**config.mk**
```make
export PLATFORM = sky130hd
export DESIGN_NAME = sbb_vpass_flat
export DESIGN_NICKNAME = d
export VERILOG_FILES = /design/src/rtl/core/sbb_pkg.sv /design/src/rtl/core/sbb_ifs.sv /design/src/rtl/core/sbb_vpass.sv /design/src/flat_wrapper.sv
export SDC_FILE = /design/constraint.sdc
export NUM_CORES = 1
export LEC_CHECK = 0
export ABC_AREA = 0
export BUFFER_PORTS_ARGS = -buffer_cell sky130_fd_sc_hd__buf_2
export CELL_PAD_IN_SITES_DETAIL_PLACEMENT = 1
export CELL_PAD_IN_SITES_GLOBAL_PLACEMENT = 1
export CORE_ASPECT_RATIO = 0.75
export CORE_MARGIN = 1.5
export CORE_UTILIZATION = 34
export DETAILED_ROUTE_END_ITERATION = 8
export GPL_ROUTABILITY_DRIVEN = 0
export PLACE_DENSITY_LB_ADDON = 0.2
export RECOVER_POWER = 25
export SLEW_MARGIN = 40
export SYNTH_ARGS = -nofsm -noshare
export SYNTH_HDL_FRONTEND = slang
export SYNTH_SLANG_ARGS = --single-unit
```
**constraint.sdc**
```tcl
create_clock -name clk -period 2.4 [get_ports clk]
set_input_delay 0.36 -clock clk [delete_from_list [all_inputs] [get_ports clk]]
set_output_delay 0.36 -clock clk [all_outputs]
set_load 0.02 [all_outputs]
```
**src/rtl/core/sbb_pkg.sv**
```systemverilog
`timescale 1ns / 1ps

package sbb_pkg;

    localparam int MAX_WIDTH_DEF  = 1024;
    localparam int MAX_HEIGHT_DEF = 1024;
    localparam int RESET_DIM      = 1024;
    localparam int DIM_MIN        = 3;

    localparam int PIX_W  = 8;
    localparam int DIM_W  = 11;
    localparam int LINE_W = 3 * PIX_W;
    localparam int APB_AW = 3;
    localparam int APB_DW = 32;

    // input action codes
    localparam logic ACT_PIXEL = 1'b0;
    localparam logic ACT_DRAIN = 1'b1;

    // register index, taken from paddr[2]
    localparam logic REG_FRAME_WIDTH  = 1'b0;
    localparam logic REG_FRAME_HEIGHT = 1'b1;

    // command handed from the sequencer to the column stage
    typedef struct packed {
        logic             do_update;
        logic             has_out;
        logic             sel_raw;
        logic             frame_end;
        logic [PIX_W-1:0] h;
        logic [PIX_W-1:0] raw;
    } sbb_cmd_t;

endpackage

```
**src/rtl/core/sbb_ifs.sv**
```systemverilog


interface sbb_out_if;
    logic                     valid;
    logic                     ready;
    logic [sbb_pkg::PIX_W-1:0] pixel_out;
    logic                     frame_end;

    modport source (output valid, output pixel_out, output frame_end, input ready);
    modport sink (input valid, input pixel_out, input frame_end, output ready);
endinterface

```
**src/rtl/core/sbb_vpass.sv**
```systemverilog
`timescale 1ns / 1ps

module sbb_vpass #(
    parameter int MAX_WIDTH = sbb_pkg::MAX_WIDTH_DEF,
    localparam int AW       = $clog2(MAX_WIDTH)
) (
    input  logic                        clk,
    input  logic                        rst_n,
    input  logic                        cmd_valid,
    input  sbb_pkg::sbb_cmd_t           cmd,
    input  logic [AW-1:0]               cmd_addr,
    input  logic [sbb_pkg::LINE_W-1:0]  rd_data,
    output logic                        pipe_ready,
    output logic                        we,
    output logic [AW-1:0]               waddr,
    output logic [sbb_pkg::LINE_W-1:0]  wdata,
    sbb_out_if.source                   out_ch
);

    localparam int P = sbb_pkg::PIX_W;

    logic              s1_valid_reg, s1_valid_next;
    sbb_pkg::sbb_cmd_t s1_cmd_reg;
    logic [AW-1:0]     s1_addr_reg;
    logic              out_valid_reg, out_valid_next;
    logic [P-1:0]      out_pix_reg, out_pix_next;
    logic              out_end_reg, out_end_next;

    logic              advance;
    logic              move;
    logic [P-1:0]      up, mid, old_raw;
    logic [P+1:0]      vsum;

    // line word: upper blur, middle blur, raw pixel
    assign up      = rd_data[3*P-1:2*P];
    assign mid     = rd_data[2*P-1:P];
    assign old_raw = rd_data[P-1:0];
    assign vsum    = {2'b00, up} + {1'b0, mid, 1'b0} + {2'b00, s1_cmd_reg.h};

    assign advance    = !out_valid_reg || out_ch.ready;
    assign move       = s1_valid_reg && advance;
    assign pipe_ready = !s1_valid_reg || advance;

    assign we    = move && s1_cmd_reg.do_update;
    assign waddr = s1_addr_reg;
    assign wdata = {mid, s1_cmd_reg.h, s1_cmd_reg.raw};

    always_comb
    begin
        s1_valid_next  = s1_valid_reg;
        out_valid_next = out_valid_reg;
        out_pix_next   = out_pix_reg;
        out_end_next   = out_end_reg;
        if (out_valid_reg && out_ch.ready)
        begin
            out_valid_next = 1'b0;
        end
        if (move)
        begin
            s1_valid_next = 1'b0;
            if (s1_cmd_reg.has_out)
            begin
                out_valid_next = 1'b1;
                out_pix_next   = s1_cmd_reg.sel_raw ? old_raw : vsum[P+1:2];
                out_end_next   = s1_cmd_reg.frame_end;
            end
        end
        if (cmd_valid)
        begin
            s1_valid_next = 1'b1;
        end
    end

    always_ff @(posedge clk or negedge rst_n)
    begin
        if (!rst_n)
        begin
            s1_valid_reg  <= 1'b0;
            out_valid_reg <= 1'b0;
        end
        else
        begin
            s1_valid_reg  <= s1_valid_next;
            out_valid_reg <= out_valid_next;
        end
    end

    always_ff @(posedge clk)
    begin
        if (cmd_valid)
        begin
            s1_cmd_reg  <= cmd;
            s1_addr_reg <= cmd_addr;
        end
        out_pix_reg <= out_pix_next;
        out_end_reg <= out_end_next;
    end

    assign out_ch.valid     = out_valid_reg;
    assign out_ch.pixel_out = out_pix_reg;
    assign out_ch.frame_end = out_end_reg;

endmodule

```
**src/flat_wrapper.sv**
```systemverilog
// flat-port wrapper written by rule: the top's interface ports become plain ports
module sbb_vpass_flat 
#(
    parameter int MAX_WIDTH = sbb_pkg::MAX_WIDTH_DEF,
    localparam int AW       = $clog2(MAX_WIDTH)
)
  (clk, rst_n, cmd_valid, cmd, cmd_addr, rd_data, pipe_ready, we, waddr, wdata, out_ch_valid, out_ch_pixel_out, out_ch_frame_end, out_ch_ready);
  sbb_out_if out_ch_i ();
  input  logic clk;
  input  logic rst_n;
  input  logic cmd_valid;
  input  sbb_pkg::sbb_cmd_t cmd;
  input  logic [AW-1:0] cmd_addr;
  input  logic [sbb_pkg::LINE_W-1:0] rd_data;
  output logic pipe_ready;
  output logic we;
  output logic [AW-1:0] waddr;
  output logic [sbb_pkg::LINE_W-1:0] wdata;
  output wire logic [$bits(out_ch_i.valid)-1:0] out_ch_valid;
  output wire logic [$bits(out_ch_i.pixel_out)-1:0] out_ch_pixel_out;
  output wire logic [$bits(out_ch_i.frame_end)-1:0] out_ch_frame_end;
  input wire logic [$bits(out_ch_i.ready)-1:0] out_ch_ready;
  assign out_ch_valid = out_ch_i.valid;
  assign out_ch_pixel_out = out_ch_i.pixel_out;
  assign out_ch_frame_end = out_ch_i.frame_end;
  assign out_ch_i.ready = out_ch_ready;
  sbb_vpass #(.MAX_WIDTH(MAX_WIDTH)) u_core (.clk(clk), .rst_n(rst_n), .cmd_valid(cmd_valid), .cmd(cmd), .cmd_addr(cmd_addr), .rd_data(rd_data), .pipe_ready(pipe_ready), .we(we), .waddr(waddr), .wdata(wdata), .out_ch(out_ch_i));
endmodule
```
==> results by group, run 1 <==
Global route
  – GRT Util Overall: 0.134
  – Total grt overflow: 0
  – Vias in the first global route: 1391
  – Largest net degree at the start of global routing: 32
  – Antenna violations before repair: 0
  – First-pass GRT wire length: 6450 µm

Clock tree
  – TritonCTS clock tree: built
  – Worst-skew pair later-pin latency: 0.29 ns
  – CTS max path bufs: 2
  – H-Tree Depth: 2
  – Root Buffer: clkbuf_8
  – Worst-path clk slew: 0.08 ns
  – Post-CTS Setup Bufs: 0
  – TritonCTS buffer count: 5
  – CTS Sinks: 41

Flow run
  – Max Cap Viol: 0

Layout
  – Largest register FFs: 16
  – # diodes: 0
  – Final Net Count: 300
  – Layout area overhead: 27.6%
  – Fillers: 650
  – Final Instance Area: 2560 µm²
  – Fraction of layout cells with a size suffix above 1: 0.535

STA
  – Crit share post-route: 0.962
  – F_max: 433 MHz
  – Worst Tran Pin Value: 0.701 ns
  – Skew final: 0.00715 ns
  – RSZ-0062 raised after global routing: false
  – Crit path time final: 2.31 ns
  – Slew headroom: 0.533
  – Worst hold slack: 0.237 ns
  – Final setup fails: 0
  – Final slew viol count: 0
  – Final Hold Viols: 0

Routing
  – Total iterations of the first detailed-routing run: 4
  – Drt via density: 4.34
  – Vias: 1329
  – Post-route ant nets: 0
  – Starting DRT DRC Count: 33
  – WL/cell: 13.2 µm
  – Routed Wire Length: 4040 µm
  – DRC Markers: 0

Setup path
  – Worst EP arrival: 2.42 ns
  – Max FO, Critical Path: 3
  – Critical path class: register to register
  – CP Launch Type: register
  – Crit end category: register
  – CP required: 2.51 ns

Placement
  – # port buffers: 103
  – Final HPWL DP: 3170 µm
  – DP Area: 2450 µm²

Synth
  – Cells after Synth: 139
  – FF+latch count, synth: 41
  – Net Count, Synth: 212
  – Register area share after synthesis: 0.608
  – Yosys warns: 0
  – Post-synthesis cell area: 2010 µm²
  – Syn Area/Cell: 14.5 µm²
  – Count of cell types in the netlist: 29

Floorplanning
  – Starting Density: 0.349
  – Placement row count: 24
  – Die W: 91.8 µm
  – CORE AREA: 5770 µm²
  – Die area: 6380 µm²
  – Chip height: 69.6 µm
  – Ports: 104

Run status
  – Status: complete, no violations

Power and ir drop
  – Power Density: 713 nW/µm²
  – Peak supply drop: 0.291 mV
  – LEAKAGE: 1.14 nW

Hold path
  – Worst Hold Class: input pin to register
[where the power goes]
group / internal (mW) / leakage (nW) / total (mW) / switching (mW)
clock: 0.202 / 0.0450 / 0.435 / 0.233
sequential: 0.860 / 0.402 / 0.884 / 0.0245
combinational: 0.218 / 0.694 / 0.509 / 0.291
[through the flow]
| step | TNS, ns | power (mW) | worst slack [ns] | std cells | util |
|---|---|---|---|---|---|
| 4_1_cts | 0 | 1.84 | 0.0798 | 306 | 0.442 |
| 2_1_floorplan | 0 | 1.24 | 0.232 | 139 | - |
| 6_report | 0 | 1.83 | 0.0909 | 306 | 0.445 |
| 5_1_grt | 0 | 1.93 | 0.00217 | 306 | 0.445 |
| 3_5_place_dp | -0.00287 | 1.39 | -0.00287 | 297 | 0.426 |
| 3_3_place_gp | 0 | 1.38 | 0.0460 | 297 | 0.426 |
[cell type report]
class | count | area, µm² | area share
clock buffer | 6 | 72.6 | 0.0283
sequential | 41 | 1220 | 0.476
inverter | 5 | 18.8 | 0.00732
clock inverter | 2 | 10.0 | 0.00390
multi-input combinational | 68 | 606 | 0.236
tap | 78 | 97.6 | 0.0380
timing repair buffer | 106 | 539 | 0.210
[layer usage]
metal  GRT usage  wire length, µm  vias to the layer above
met5           0                0                        -
met4      0.0513               59                        0
met3      0.0636              507                        7
met2       0.200             1690                       75
met1       0.168             1780                      608
li1            -                -                      639
[cell usage after synthesis]
library cell / n / area share
o31ai_1: 1 / 0.0037
a21boi_1: 1 / 0.0037
o21ai_1: 4 / 0.010
nor2b_1: 2 / 0.0062
xnor2_1: 1 / 0.0044
buf_4: 24 / 0.090
a21oi_1: 5 / 0.012
inv_1: 5 / 0.0093
xor2_1: 3 / 0.013
nand2_1: 12 / 0.022
o21ai_2: 1 / 0.0044
clkbuf_1: 1 / 0.0019
nor2b_4: 1 / 0.0068
edfxtp_1: 39 / 0.58
fa_1: 8 / 0.080
o31ai_4: 1 / 0.011
o21a_2: 1 / 0.0044
and3_1: 2 / 0.0062
nor2_1: 3 / 0.0056
nand3b_4: 1 / 0.010
and2_1: 2 / 0.0062
nand2b_1: 2 / 0.0062
dfrtp_1: 2 / 0.025
or2_2: 1 / 0.0031
a211oi_2: 1 / 0.0062
a31oi_1: 1 / 0.0031
ha_1: 7 / 0.044
o21ai_0: 6 / 0.015
nand2b_2: 1 / 0.0044
[worst paths after layout]
kind / start / to / slack [ns] / depth (start not counted)
setup / recovery: u_core.wdata[10] / u_core.out_ch.pixel_out[5] / 0.09 / 8
hold / removal: cmd[13] / u_core.wdata[13] / 0.24 / 1
setup reg to reg: u_core.wdata[10] / u_core.out_ch.pixel_out[5] / 0.09 / 8
hold reg to reg: u_core.s1_cmd_reg[16] / u_core.out_ch.frame_end / 0.45 / 0
max in group asynchronous: rst_n / u_core.s1_valid_reg / 1.88 / 2
min in group asynchronous: rst_n / u_core.out_ch.valid / 0.39 / 2
[cells by family (layout without fill, tap and decap cells)]
group                    Yosys count  in the layout  synth area share
XOR/XNOR                           4              4            0.0174
adder cells (fa/ha/maj)           15             15             0.123
AND/OR/NAND/NOR                   27             27            0.0772
flip-flops                        41             41             0.608
buffers and inverters             30            119             0.101
AO/OA/AOI/OAI                     22             22            0.0735
[critical path, stage by stage, from the launching register on]
cell,delay (ns)
edfxtp_1,0.44
fa_1,0.53
inv_1,0.06
fa_1,0.48
nor2b_4,0.17
o31ai_4,0.08
nand2b_2,0.08
a211oi_2,0.06
o31ai_1,0.24
[repair_timing]
| action | CTS | global route |
|---|---|---|
| hold endpoints to repair | 2 | 0 |
| setup endpoints to repair | 0 | 4 |
| hold buffers | 1 | 0 |
| resized for setup | 0 | 3 |
[cell usage in the layout, fill, tap and decap left out, drive strengths merged, types with 2 or more instances in the layout]
cell    netlist  final
nand2        12     12
nor2          3      3
nand2b        3      3
dfrtp         2      2
inv           5      5
o31ai         2      2
and2          2      2
clkinv        0      2
a21oi         5      5
fa            8      8
xor2          3      3
and3          2      2
o21ai        11     11
ha            7      7
nor2b         3      3
buf          24    104
clkbuf        1      7
edfxtp       39     39
No activity file was read; power rests on OpenSTA's default activity.
==> run 2, diff against run 1 <==
--- a/config.mk
+++ b/config.mk
@@ -6,7 +6,7 @@
 export NUM_CORES = 1
 export LEC_CHECK = 0
 export ABC_AREA = 0
-export BUFFER_PORTS_ARGS = -buffer_cell sky130_fd_sc_hd__buf_2
+export BUFFER_PORTS_ARGS = -buffer_cell sky130_fd_sc_hd__buf_4
 export CELL_PAD_IN_SITES_DETAIL_PLACEMENT = 1
 export CELL_PAD_IN_SITES_GLOBAL_PLACEMENT = 1
 export CORE_ASPECT_RATIO = 0.75
==> run 2 against run 1 <==
- clock skew up 0.0029 ns
- highest routed layer unchanged
- via count shrank 1.7%
- sequential power hardly changed
- clock power up 25%
- utilization rose by 4.8 points
- largest power group unchanged
- critical path type unchanged
- total power is 8.0% higher
- final area rose by 11%
==> results by group, run 2 (same netlist as run 1, synthesis figures left out) <==
Run status
  – Status: complete, no violations

Routing
  – Starting DRT DRC Count: 38
  – Post-route ant nets: 0
  – Routed Wire Length: 3980 µm
  – WL/cell: 13.0 µm
  – Drt via density: 4.25
  – Total iterations of the first detailed-routing run: 4
  – DRC Markers: 0
  – Vias: 1306

Layout
  – Final Net Count: 301
  – # diodes: 0
  – Fraction of layout cells with a size suffix above 1: 0.537
  – Final Instance Area: 2840 µm²
  – Commonest non-fill, non-tap cell in the layout: buf_4
  – Layout area overhead: 41.4%
  – Core Util, Final: 0.493
  – Largest register FFs: 16
  – Commonest non-fill, non-tap cells in the layout: buf_4, edfxtp_1, clkbuf_4

Setup path
  – CP required: 2.42 ns
  – Critical Path Start: u_core.wdata[11]
  – Setup slack, reg-to-reg: 0.12 ns
  – Max FO, Critical Path: 4
  – FF-to-FF Start: u_core.wdata[11]
  – Worst EP arrival: 2.30 ns
  – CP Launch Type: register
  – Reg-to-Reg End: u_core.out_ch.pixel_out[5]
  – Reg2Reg Depth: 7
  – Critical path class: register to register
  – Setup crit end: u_core.out_ch.pixel_out[5]
  – Crit end category: register

Flow run
  – Max Cap Viol: 0

Global route
  – Total grt overflow: 0
  – Antenna violations before repair: 0
  – Largest net degree at the start of global routing: 32
  – First-pass GRT wire length: 6400 µm
  – Vias in the first global route: 1422
  – GRT Util Overall: 0.132

Clock tree
  – H-Tree Depth: 2
  – Worst-path clk slew: 0.08 ns
  – Worst-skew pair later-pin latency: 0.29 ns
  – CTS Sinks: 41
  – CTS max path bufs: 2
  – Root Buffer: clkbuf_8
  – TritonCTS clock tree: built
  – TritonCTS buffer count: 5

Power and ir drop
  – Power Density: 695 nW/µm²
  – Peak supply drop: 0.342 mV
  – LEAKAGE: 1.24 nW

Hold path
  – WHS Path Cells: 1
  – Worst Hold Class: input pin to register

STA
  – Final Hold Viols: 0
  – Worst hold slack: 0.262 ns
  – F_max: 439 MHz
  – Final setup fails: 0
  – Skew final: 0.0101 ns
  – Crit share post-route: 0.948
  – Final slew viol count: 0
  – Final Worst Setup Slack: 0.124 ns
  – Crit path time final: 2.28 ns
  – Worst Tran Pin Value: 0.472 ns
  – Setup TNS: 0 ns
  – RSZ-0062 raised after global routing: false
  – Slew headroom: 0.685

Placement
  – # port buffers: 103
  – DP Area: 2700 µm²
  – Setup slack at placement: -0.0208 ns

Floorplanning
  – Die area: 6380 µm²
  – Ports: 104
  – Chip height: 69.6 µm
  – Starting Density: 0.349
  – CORE AREA: 5770 µm²
  – Die W: 91.8 µm
  – Placement row count: 24
run 2: layout make-up:
| cell class | count | area, µm² |
|---|---|---|
| fill | 630 | 2920 |
| clock buffer | 6 | 72.6 |
| tap | 78 | 97.6 |
| clock inverter | 2 | 35.0 |
| inverter | 5 | 18.8 |
| multi-input combinational | 68 | 594 |
| sequential | 41 | 1220 |
| timing repair buffer | 107 | 802 |
run 2: worst max-delay path, stage by stage (launching register included):
cell and delay (ns):
edfxtp_1 0.42, fa_1 0.51, ha_2 0.30, nor2b_4 0.15
o31ai_4 0.22, nand2b_2 0.09, a211oi_2 0.23, o31ai_1 0.09
run 2: power breakdown:
| part | internal (mW) | total [mW] | switching (mW) |
|---|---|---|---|
| clock network | 0.309 | 0.543 | 0.234 |
| logic | 0.265 | 0.546 | 0.280 |
| registers | 0.860 | 0.886 | 0.0264 |
| total | 1.43 | 1.97 | 0.540 |
run 2: through the flow:
stage | total power, mW | cells
finish | 1.97 | 307
global route | 2.08 | 307
CTS | 2.01 | 305
detailed placement | 1.45 | 296
global placement | 1.44 | 296
floorplan | 1.24 | 139
run 2: how the worst min path moves through the flow:
stage	startpoint	endpoint
after detailed placement	rst_n	u_core.out_ch.valid
after global routing	cmd[11]	u_core.wdata[11]
final	cmd[4]	u_core.wdata[4]
after floorplan	rst_n	u_core.out_ch.valid
after global placement	rst_n	u_core.out_ch.valid
after CTS	cmd[4]	u_core.wdata[4]
run 2: timing repair:
item                       CTS  global route
hold endpoints to repair     2             0
resized for setup            0             3
setup endpoints to repair    0             4
hold buffers                 1             0
setup buffers                0             2
run 2: per-layer routing:
layer | share of wire | vias up | wire [µm] | global-route usage
li1 | - | 642 | - | -
met2 | 0.40 | 72 | 1600 | 0.182
met4 | 0.015 | 0 | 59 | 0.0513
met3 | 0.13 | 8 | 514 | 0.0735
met5 | 0 | - | 0 | 0
met1 | 0.45 | 584 | 1800 | 0.171
