===== src/rtl/core/sbb_pkg.sv =====
`timescale 1ns / 1ps

package sbb_pkg;

    localparam int MAX_WIDTH_DEF  = 1024;
    localparam int MAX_HEIGHT_DEF = 1024;
    localparam int RESET_DIM      = 1024;
    localparam int DIM_MIN        = 3;

    localparam int PIX_W  = 8;
    localparam int DIM_W  = 11;
    localparam int LINE_W = 3 * PIX_W;
    localparam int APB_AW = 3;
    localparam int APB_DW = 32;

    // input action codes
    localparam logic ACT_PIXEL = 1'b0;
    localparam logic ACT_DRAIN = 1'b1;

    // register index, taken from paddr[2]
    localparam logic REG_FRAME_WIDTH  = 1'b0;
    localparam logic REG_FRAME_HEIGHT = 1'b1;

    // command handed from the sequencer to the column stage
    typedef struct packed {
        logic             do_update;
        logic             has_out;
        logic             sel_raw;
        logic             frame_end;
        logic [PIX_W-1:0] h;
        logic [PIX_W-1:0] raw;
    } sbb_cmd_t;

endpackage


===== src/rtl/core/sbb_ifs.sv =====
`timescale 1ns / 1ps

interface sbb_in_if;
    logic                     valid;
    logic                     ready;
    logic                     action;
    logic [sbb_pkg::PIX_W-1:0] pixel_in;

    modport source (output valid, output action, output pixel_in, input ready);
    modport sink (input valid, input action, input pixel_in, output ready);
endinterface



===== src/rtl/core/sbb_ctrl.sv =====
`timescale 1ns / 1ps

module sbb_ctrl #(
    parameter int MAX_WIDTH  = sbb_pkg::MAX_WIDTH_DEF,
    parameter int MAX_HEIGHT = sbb_pkg::MAX_HEIGHT_DEF,
    localparam int CW        = $clog2(MAX_WIDTH + 1),
    localparam int RW        = $clog2(MAX_HEIGHT + 1),
    localparam int AW        = $clog2(MAX_WIDTH)
) (
    input  logic              clk,
    input  logic              rst_n,
    input  logic [CW-1:0]     frame_width,
    input  logic [RW-1:0]     frame_height,
    input  logic              restart,
    input  logic              pipe_ready,
    sbb_in_if.sink            in_ch,
    output logic              cmd_valid,
    output sbb_pkg::sbb_cmd_t cmd,
    output logic [AW-1:0]     rd_addr
);

    logic [CW-1:0]                col_reg, col_next;
    logic [RW-1:0]                row_reg, row_next;
    logic [sbb_pkg::PIX_W-1:0]    left_reg, left_next;
    logic [sbb_pkg::PIX_W-1:0]    centre_reg, centre_next;

    logic                         accept;
    logic                         draining;
    logic [CW-1:0]                wm1;
    logic [CW-1:0]                pc;
    logic [RW-1:0]                pr;
    logic [CW-1:0]                col_inc;
    logic [sbb_pkg::PIX_W+1:0]    hsum;
    logic [sbb_pkg::PIX_W-1:0]    hval;

    assign in_ch.ready = pipe_ready;
    assign accept      = in_ch.valid && pipe_ready;
    assign draining    = row_reg >= frame_height;
    assign wm1         = frame_width - CW'(1);
    assign col_inc     = col_reg + CW'(1);
    assign pc          = (col_reg == '0) ? wm1 : col_reg - CW'(1);
    assign pr          = (col_reg == '0) ? row_reg - RW'(1) : row_reg;
    assign hsum        = {2'b00, left_reg} + {1'b0, centre_reg, 1'b0}
                       + {2'b00, in_ch.pixel_in};

    always_comb
    begin
        if (pc == '0 || pc == wm1)
        begin
            hval = centre_reg;
        end
        else
        begin
            hval = hsum[sbb_pkg::PIX_W+1:2];
        end
    end

    always_comb
    begin
        col_next    = col_reg;
        row_next    = row_reg;
        left_next   = left_reg;
        centre_next = centre_reg;
        cmd_valid   = 1'b0;
        cmd         = '0;
        rd_addr     = pc[AW-1:0];
        if (restart)
        begin
            col_next    = '0;
            row_next    = '0;
            left_next   = '0;
            centre_next = '0;
        end
        else if (accept)
        begin
            if (in_ch.action == sbb_pkg::ACT_PIXEL)
            begin
                if (!draining)
                begin
                    if (row_reg != '0 || col_reg != '0)
                    begin
                        cmd_valid     = 1'b1;
                        cmd.do_update = 1'b1;
                        cmd.has_out   = (pr != '0);
                        cmd.sel_raw   = (pr == RW'(1));
                        cmd.h         = hval;
                        cmd.raw       = centre_reg;
                    end
                    left_next   = centre_reg;
                    centre_next = in_ch.pixel_in;
                    if (col_inc == frame_width)
                    begin
                        col_next = '0;
                        row_next = row_reg + RW'(1);
                    end
                    else
                    begin
                        col_next = col_inc;
                    end
                end
            end
            else if (draining)
            begin
                cmd_valid   = 1'b1;
                cmd.has_out = 1'b1;
                if (col_reg == '0)
                begin
                    // last pixel of the frame sits in a border column
                    cmd.do_update = 1'b1;
                    cmd.h         = centre_reg;
                    cmd.raw       = centre_reg;
                    rd_addr       = wm1[AW-1:0];
                    col_next      = CW'(1);
                end
                else
                begin
                    cmd.sel_raw = 1'b1;
                    rd_addr     = pc[AW-1:0];
                    if (col_reg == frame_width)
                    begin
                        cmd.frame_end = 1'b1;
                        col_next      = '0;
                        row_next      = '0;
                        left_next     = '0;
                        centre_next   = '0;
                    end
                    else
                    begin
                        col_next = col_inc;
                    end
                end
            end
        end
    end

    always_ff @(posedge clk or negedge rst_n)
    begin
        if (!rst_n)
        begin
            col_reg    <= '0;
            row_reg    <= '0;
            left_reg   <= '0;
            centre_reg <= '0;
        end
        else
        begin
            col_reg    <= col_next;
            row_reg    <= row_next;
            left_reg   <= left_next;
            centre_reg <= centre_next;
        end
    end

endmodule


===== src/flat_wrapper.sv =====
// flat-port wrapper written by rule: the top's interface ports become plain ports
module sbb_ctrl_flat 
#(
    parameter int MAX_WIDTH  = sbb_pkg::MAX_WIDTH_DEF,
    parameter int MAX_HEIGHT = sbb_pkg::MAX_HEIGHT_DEF,
    localparam int CW        = $clog2(MAX_WIDTH + 1),
    localparam int RW        = $clog2(MAX_HEIGHT + 1),
    localparam int AW        = $clog2(MAX_WIDTH)
)
  (clk, rst_n, frame_width, frame_height, restart, pipe_ready, cmd_valid, cmd, rd_addr, in_ch_valid, in_ch_action, in_ch_pixel_in, in_ch_ready);
  sbb_in_if in_ch_i ();
  input  logic clk;
  input  logic rst_n;
  input  logic [CW-1:0] frame_width;
  input  logic [RW-1:0] frame_height;
  input  logic restart;
  input  logic pipe_ready;
  output logic cmd_valid;
  output sbb_pkg::sbb_cmd_t cmd;
  output logic [AW-1:0] rd_addr;
  input wire logic [$bits(in_ch_i.valid)-1:0] in_ch_valid;
  input wire logic [$bits(in_ch_i.action)-1:0] in_ch_action;
  input wire logic [$bits(in_ch_i.pixel_in)-1:0] in_ch_pixel_in;
  output wire logic [$bits(in_ch_i.ready)-1:0] in_ch_ready;
  assign in_ch_i.valid = in_ch_valid;
  assign in_ch_i.action = in_ch_action;
  assign in_ch_i.pixel_in = in_ch_pixel_in;
  assign in_ch_ready = in_ch_i.ready;
  sbb_ctrl #(.MAX_WIDTH(MAX_WIDTH), .MAX_HEIGHT(MAX_HEIGHT)) u_core (.clk(clk), .rst_n(rst_n), .frame_width(frame_width), .frame_height(frame_height), .restart(restart), .pipe_ready(pipe_ready), .in_ch(in_ch_i), .cmd_valid(cmd_valid), .cmd(cmd), .rd_addr(rd_addr));
endmodule

===== config.mk =====
export PLATFORM = sky130hd
export DESIGN_NAME = sbb_ctrl_flat
export DESIGN_NICKNAME = d
export VERILOG_FILES = /design/src/rtl/core/sbb_pkg.sv /design/src/rtl/core/sbb_ifs.sv /design/src/rtl/core/sbb_ctrl.sv /design/src/flat_wrapper.sv
export SDC_FILE = /design/constraint.sdc
export NUM_CORES = 1
export LEC_CHECK = 0
export BUFFER_PORTS_ARGS = -buffer_cell sky130_fd_sc_hd__buf_4
export CAP_MARGIN = 20
export CORE_MARGIN = 2
export CORE_UTILIZATION = 30
export CTS_BUF_LIST = sky130_fd_sc_hd__clkbuf_2 sky130_fd_sc_hd__clkbuf_4 sky130_fd_sc_hd__clkbuf_8
export DETAILED_ROUTE_END_ITERATION = 8
export PLACE_DENSITY_LB_ADDON = 0.12
export SLEW_MARGIN = 10
export SYNTH_ARGS = -nofsm -noshare
export SYNTH_HDL_FRONTEND = slang
export SYNTH_SLANG_ARGS = --single-unit

===== constraint.sdc =====
create_clock -name clk -period 5.44 [get_ports clk]
set_input_delay 0.272 -clock clk [delete_from_list [all_inputs] [get_ports clk]]
set_output_delay 0.272 -clock clk [all_outputs]
set_load 0.005 [all_outputs]

==> results of run 1 <==
[cell type report]
class / instances / area [µm²] / area share
multi-input combinational: 392 / 2813 / 0.5866
sequential: 38 / 950.9 / 0.1983
timing repair buffer: 73 / 561.8 / 0.1172
tap: 176 / 220.2 / 0.04593
inverter: 41 / 153.9 / 0.03210
clock buffer: 7 / 90.09 / 0.01879
clock inverter: 1 / 5.005 / 0.001044
[final timing paths]
path,to,cells after the start
min in group asynchronous,u_core.left_reg[3]$_DFFE_PN0P_,2
setup reg to reg,u_core.col_reg[2]$_DFFE_PN0P_,9
setup / recovery,cmd[5],7
max in group asynchronous,u_core.row_reg[0]$_DFFE_PN0P_,2
hold / removal,u_core.centre_reg[1]$_DFFE_PN0P_,3
hold reg to reg,u_core.left_reg[1]$_DFFE_PN0P_,2
[metrics by stage]
step | power (mW) | worst slack (ns) | area (µm²) | cells
final | 1.281 | 1.539 | 4795 | 728
after global routing | 1.394 | 1.227 | 4795 | 728
after CTS | 1.298 | 1.452 | 4780 | 727
after detailed placement | 1.071 | 1.802 | 4674 | 718
after global placement | 1.069 | 1.900 | 4663 | 717
after floorplan | 0.8296 | 2.272 | 4039 | 499
[tightest hold or removal path: stages]
cell     delay, ns
buf_4         0.12
nand2_1       0.05
mux2i_1       0.05
[logic make-up after synthesis]
| family | synth area share |
|---|---|
| DFF | 0.2354 |
| and+or+nand+nor | 0.2398 |
| AOI/OAI and AO/OA | 0.1642 |
| xor gates and xnor gates | 0.1193 |
| buffers and inverters | 0.07032 |
| adders and majority gates | 0.1140 |
| muxes | 0.05700 |
[layer usage]
layer	GRT usage	vias up	wire length (µm)
met2	0.2717	57	5146
met4	0.04044	0	121
met3	0.02139	7	344
li1	-	1857	-
met1	0.2101	1742	5349
met5	0	-	0
[power groups by stage]
stage          Sequential [mW]  Combinational (mW)  Clock [mW]
2_1_floorplan            0.315               0.515           0
3_3_place_gp             0.333               0.736           0
4_1_cts                  0.329               0.743       0.226
3_5_place_dp             0.334               0.737           0
5_1_grt                  0.333               0.825       0.236
6_report                 0.329               0.735       0.216
[synth_stat cells, types with 17 or more instances]
library cell  count  area (µm²)
nand2_1          42       157.7
inv_1            41       153.9
dfrtp_1          38       950.9
nor2_1           35       131.4
xnor2_1          32       280.3
o21ai_0          27       135.1
a21oi_1          24       120.1
ha_1             24       300.3
mux2i_1          23       230.2
xor2_1           23       201.4
clkbuf_1         18       67.56
a22o_1           17       148.9
==> impl_metrics.tcl, run 1 <==
set metrics [dict create \
    worstSetupStartpointType "register" \
    grt_pass1_vias 3753 \
    routed_wirelength_um 10960 \
    floorplan.io_pins 68 \
    period_needed_ns 3.901 \
    antenna_cells 0 \
    crit_top_cell "or4_4" \
    cts_tree "done" \
    rows 42 \
    combPwrFrac 0.574 \
    cp-end-kind "output pin" \
    min_period_over_period 0.7172 \
    netlist_instances 499 \
    reg2reg_from "u_core.col_reg[0]$_DFFE_PN0P_" \
    yosys_warnings 0 \
    maxSlewHeadroom 0.4530 \
    die-area_mm2 0.01441 \
    place_congestion 0.8388 \
    grt_pass1_wl_um 18460 \
    tns_ns 0 \
    fin_nets 619 \
    critPathLaunch "u_core.col_reg[8]$_DFFE_PN0P_" \
    intPower_uw 751.1 \
    cpPeakStageDelay_ns 0.69 \
    viasPerCell 5.032 \
    leakage_nw 2.220 \
    cts_root_buf "clkbuf_8" \
    yosysSeqAreaShare 0.2354 \
    portBuffers 67 \
    cts-resized-gates 0 \
    hp-class "in2reg" \
    drc 0 \
    utilization 0.3635 \
    critical_path.max_fanout 19 \
    path_cells "or4_4 > or4_4 > nor4_1 > nor4b_1 > a21oi_1 > nor2_1 > buf_4" \
    status "complete, no violations" \
    num-fill-cells 1393 \
    core_area_mm2 0.01319 \
    setup_viol 0 \
    timing.hold.ws_ns 0.2192 \
    synthDistinctLibCells 57 \
    antenna_found_initial 0 \
    crit_family "simple AND/OR/NAND/NOR gates" \
    cp_data_arrival_time_ns 3.63 \
    power_density_mw_per_mm2 267.2 \
    path_clk_slew_ns 0.09 \
    seq_power_share 0.257 \
    drv_cap 0 \
    syn-num-nets 567 \
    syn_area_mm2 0.004039 \
    ir_worst_vdd_mv 0.1387 \
    finalMaxSlewViolations 0 \
    reg2reg_slack_ns 1.86 \
    vias 3663 \
    start_util 0.3062 \
    grt_max_degree 39 \
    p_sw_frac 0.4137 \
    worstPathRequired_ns 5.17 \
    async_flop_share 1.000 \
    max_freq_mhz 256.3 \
    synth-seq-cells 38 \
    synth_edf_count 0 \
    hold_violations 0 \
    drtPass1Iterations 4 \
    hp-start "in_ch_pixel_in[1]" \
    numCtsBuffers 5 \
    wl_per_cell_um 15.06 \
    drive_above_1_share 0.1685 \
    rsz0062_at_grt "no" \
    fp.dieW_um 120.0 \
    worst_pin_slew_ns 0.8205 \
    path_class "reg2out" \
    power_switching_uw 530.0 \
    final_common_cell "buf_4" \
    drtIter0Drc 127 \
    overflow 0 \
    final_cell_mix "buf_4, nand2_1, inv_1" \
    clkPwrFrac 0.169 \
    syn2layout_area_growth_pct 18.71 \
    postSynthAreaPerCell_um2 8.094 \
    ctsHoldBuffers 1 \
    synth_ff_type "dfrtp_1" \
    hpwlAfterDp_um 8395 \
    antenna_left 0 \
    clk_latency_ns 0.31 \
    clock_skew_ns 0.01205 \
    path_buf_inv 1 \
    die_height_um 120.0 \
    grtUsageTotal 0.1587 \
    postCtsSetupBuffers 0 \
    cts.sinks 38 \
    htree_levels 2 \
    max-clock-path-buffers 2 \
    cp_slowest_cell "or4_4" \
]
Note: power is estimated with default switching activity, not from simulation.
==> inputs of run 2 (changes only) <==
==> constraint.sdc (replaced) <==
create_clock -name clk -period 3.22 [get_ports clk]
set_input_delay 0.161 -clock clk [delete_from_list [all_inputs] [get_ports clk]]
set_output_delay 0.161 -clock clk [all_outputs]
set_load 0.005 [all_outputs]
==> impl_metrics.tcl, run 2 (same netlist as run 1, synthesis figures left out) <==
set metrics [dict create \
    status "complete, but fails checks" \
    violations "negative setup slack" \
    critical_path.max_fanout 4 \
    hpwlAfterDp_um 8791 \
    finalMaxSlewViolations 0 \
    grt_max_degree 39 \
    seq_area_um2 952.2 \
    tns_ns -0.04026 \
    crit_family "simple AND/OR/NAND/NOR gates" \
    met2WireLength_um 5398 \
    dpl-instance-area_mm2 0.004901 \
    period_needed_ns 3.260 \
    max-clock-path-buffers 2 \
    max_freq_mhz 306.7 \
    drtPass1Iterations 4 \
    grt_pass1_wl_um 19420 \
    clock_skew_ns 0.007554 \
    cts_tree "done" \
    leakage_nw 2.422 \
    die-area_mm2 0.01441 \
    rsz0062_at_grt "yes" \
    hold_depth 3 \
    min_period_over_period 1.013 \
    hp-class "in2reg" \
    cts.sinks 38 \
    seq_power_share 0.220 \
    cpPeakStageDelay_ns 0.56 \
    worst_pin_slew_ns 0.6367 \
    top_layer_used "met4" \
    fp.dieW_um 120.0 \
    worstPathRequired_ns 3.06 \
    floorplan.io_pins 68 \
    drv_cap 0 \
    die_height_um 120.0 \
    path_buf_inv 1 \
    maxSlewHeadroom 0.5740 \
    hold_end "u_core.centre_reg[0]$_DFFE_PN0P_" \
    multi_input_area_mm2 0.002945 \
    hold_violations 0 \
    clkPwrFrac 0.140 \
    totalPowerFinal_mw 2.403 \
    place_inst 747 \
    syn2layout_area_growth_pct 29.21 \
    p_sw_frac 0.4054 \
    overflow 0 \
    wl_met1_um 5437 \
    cts_root_buf "clkbuf_8" \
    drc 0 \
    grt_pass1_vias 3944 \
    rr_endpoint "u_core.row_reg[3]$_DFFE_PN0P_" \
    start_util 0.3062 \
    power_density_mw_per_mm2 460.5 \
    drtIter0Drc 218 \
    reg2reg_from "u_core.col_reg[1]$_DFFE_PN0P_" \
    intPower_mw 1.429 \
    antenna_cells 0 \
    htree_levels 2 \
    wl_per_cell_um 14.85 \
    path_class "reg2out" \
    portBuffers 67 \
    grtUsageTotal 0.1655 \
    routed_wirelength_um 11370 \
    timing.hold.ws_ns 0.1307 \
    core_area_mm2 0.01319 \
    ir_worst_vdd_mv 0.2931 \
    crit_top_cell "or4_4" \
    r2r.worst_path.cells 11 \
    cp-end-kind "output pin" \
    combPwrFrac 0.640 \
    place_congestion 0.8054 \
    hp-start "in_ch_pixel_in[0]" \
    vias 3869 \
    final_common_cell "buf_4" \
    num-fill-cells 1371 \
    viasPerCell 5.051 \
    wl_met3_um 383 \
    setup_ws_ns -0.04026 \
    drive_above_1_share 0.2610 \
    design_area_mm2 0.005219 \
    finalNonFillerCells 766 \
    path_clk_slew_ns 0.08 \
    setup_viol 1 \
    antenna_left 0 \
    fin_nets 658 \
    final_cell_mix "buf_4, nand2_1, inv_1" \
    cp_data_arrival_time_ns 3.10 \
    worstSetupStartpointType "register" \
    reg2reg_slack_ns 0.22 \
    numCtsBuffers 5 \
    clk_latency_ns 0.29 \
    rows 42 \
    antenna_found_initial 0 \
    power_switching_uw 974.5 \
    path_cells "or4_4 > or4_4 > or4_4 > nor3_4 > xnor2_1 > and4_1 > a32o_1 > and2_1 > buf_4" \
    cp_slowest_cell "or4_4" \
]
run 2: cell count changes in the layout (fill, tap and decap cells not counted), moves of 3 or more:
cell,change
buf_4,+39
a21oi_2,+4
a21oi_1,-4
nor4_1,-3
run 2: repair_timing:
action                     CTS  global route
setup endpoints to repair    9            13
buffers inserted             4             7
pin swaps                    3            10
hold endpoints to repair    38             0
hold buffers                 1             0
gates resized for setup     12            15
run 2: worst max-delay path by stage:
stage                             startpoint                               end  depth (start not counted)
2_1_floorplan  u_core.col_reg[6]$_DFFE_PN0P_                           cmd[17]                          9
3_3_place_gp   u_core.row_reg[0]$_DFFE_PN0P_  u_core.centre_reg[7]$_DFFE_PN0P_                         10
3_5_place_dp   u_core.row_reg[0]$_DFFE_PN0P_  u_core.centre_reg[7]$_DFFE_PN0P_                         10
4_1_cts        u_core.col_reg[8]$_DFFE_PN0P_                           cmd[17]                          9
5_1_grt        u_core.col_reg[8]$_DFFE_PN0P_                           cmd[17]                          9
6_report       u_core.col_reg[8]$_DFFE_PN0P_                           cmd[17]                          9
run 2: metal layers:
layer / track usage / vias up
met1: 0.2191 / 1838
met5: 0 / -
met3: 0.02091 / 13
li1: - / 1941
met2: 0.2827 / 77
met4: 0.04559 / 0
run 2: worst register-to-register path: stages (launching register included):
cell and delay, ns:
dfrtp_2 0.40, buf_4 0.16, ha_1 0.18, and3_1 0.19, and3_1 0.21, xor2_1 0.14
or3_1 0.33, nor4_1 0.43, a21oi_2 0.20, buf_4 0.20, or3_1 0.34, a21oi_1 0.15
run 2: layout make-up:
cell class	instances	share of cell area
multi-input combinational	392	0.5644
sequential	38	0.1825
timing repair buffer	112	0.1654
tap	176	0.04220
inverter	41	0.02949
clock buffer	7	0.01606
run 2: stage by stage:
step / util / setup slack [ns]
2_1_floorplan: - / 0.1628
3_3_place_gp: 0.3716 / 0.1139
3_5_place_dp: 0.3716 / 0.06159
4_1_cts: 0.3856 / -0.06279
5_1_grt: 0.3957 / -0.1487
6_report: 0.3957 / -0.04026
run 2: power groups by stage:
stage / sequential, mW / clock [mW] / combinational [mW]
3_3_place_gp: 0.542 / 0 / 1.36
3_5_place_dp: 0.542 / 0 / 1.37
2_1_floorplan: 0.532 / 0 / 0.870
4_1_cts: 0.528 / 0.354 / 1.46
5_1_grt: 0.531 / 0.374 / 1.70
6_report: 0.528 / 0.336 / 1.54
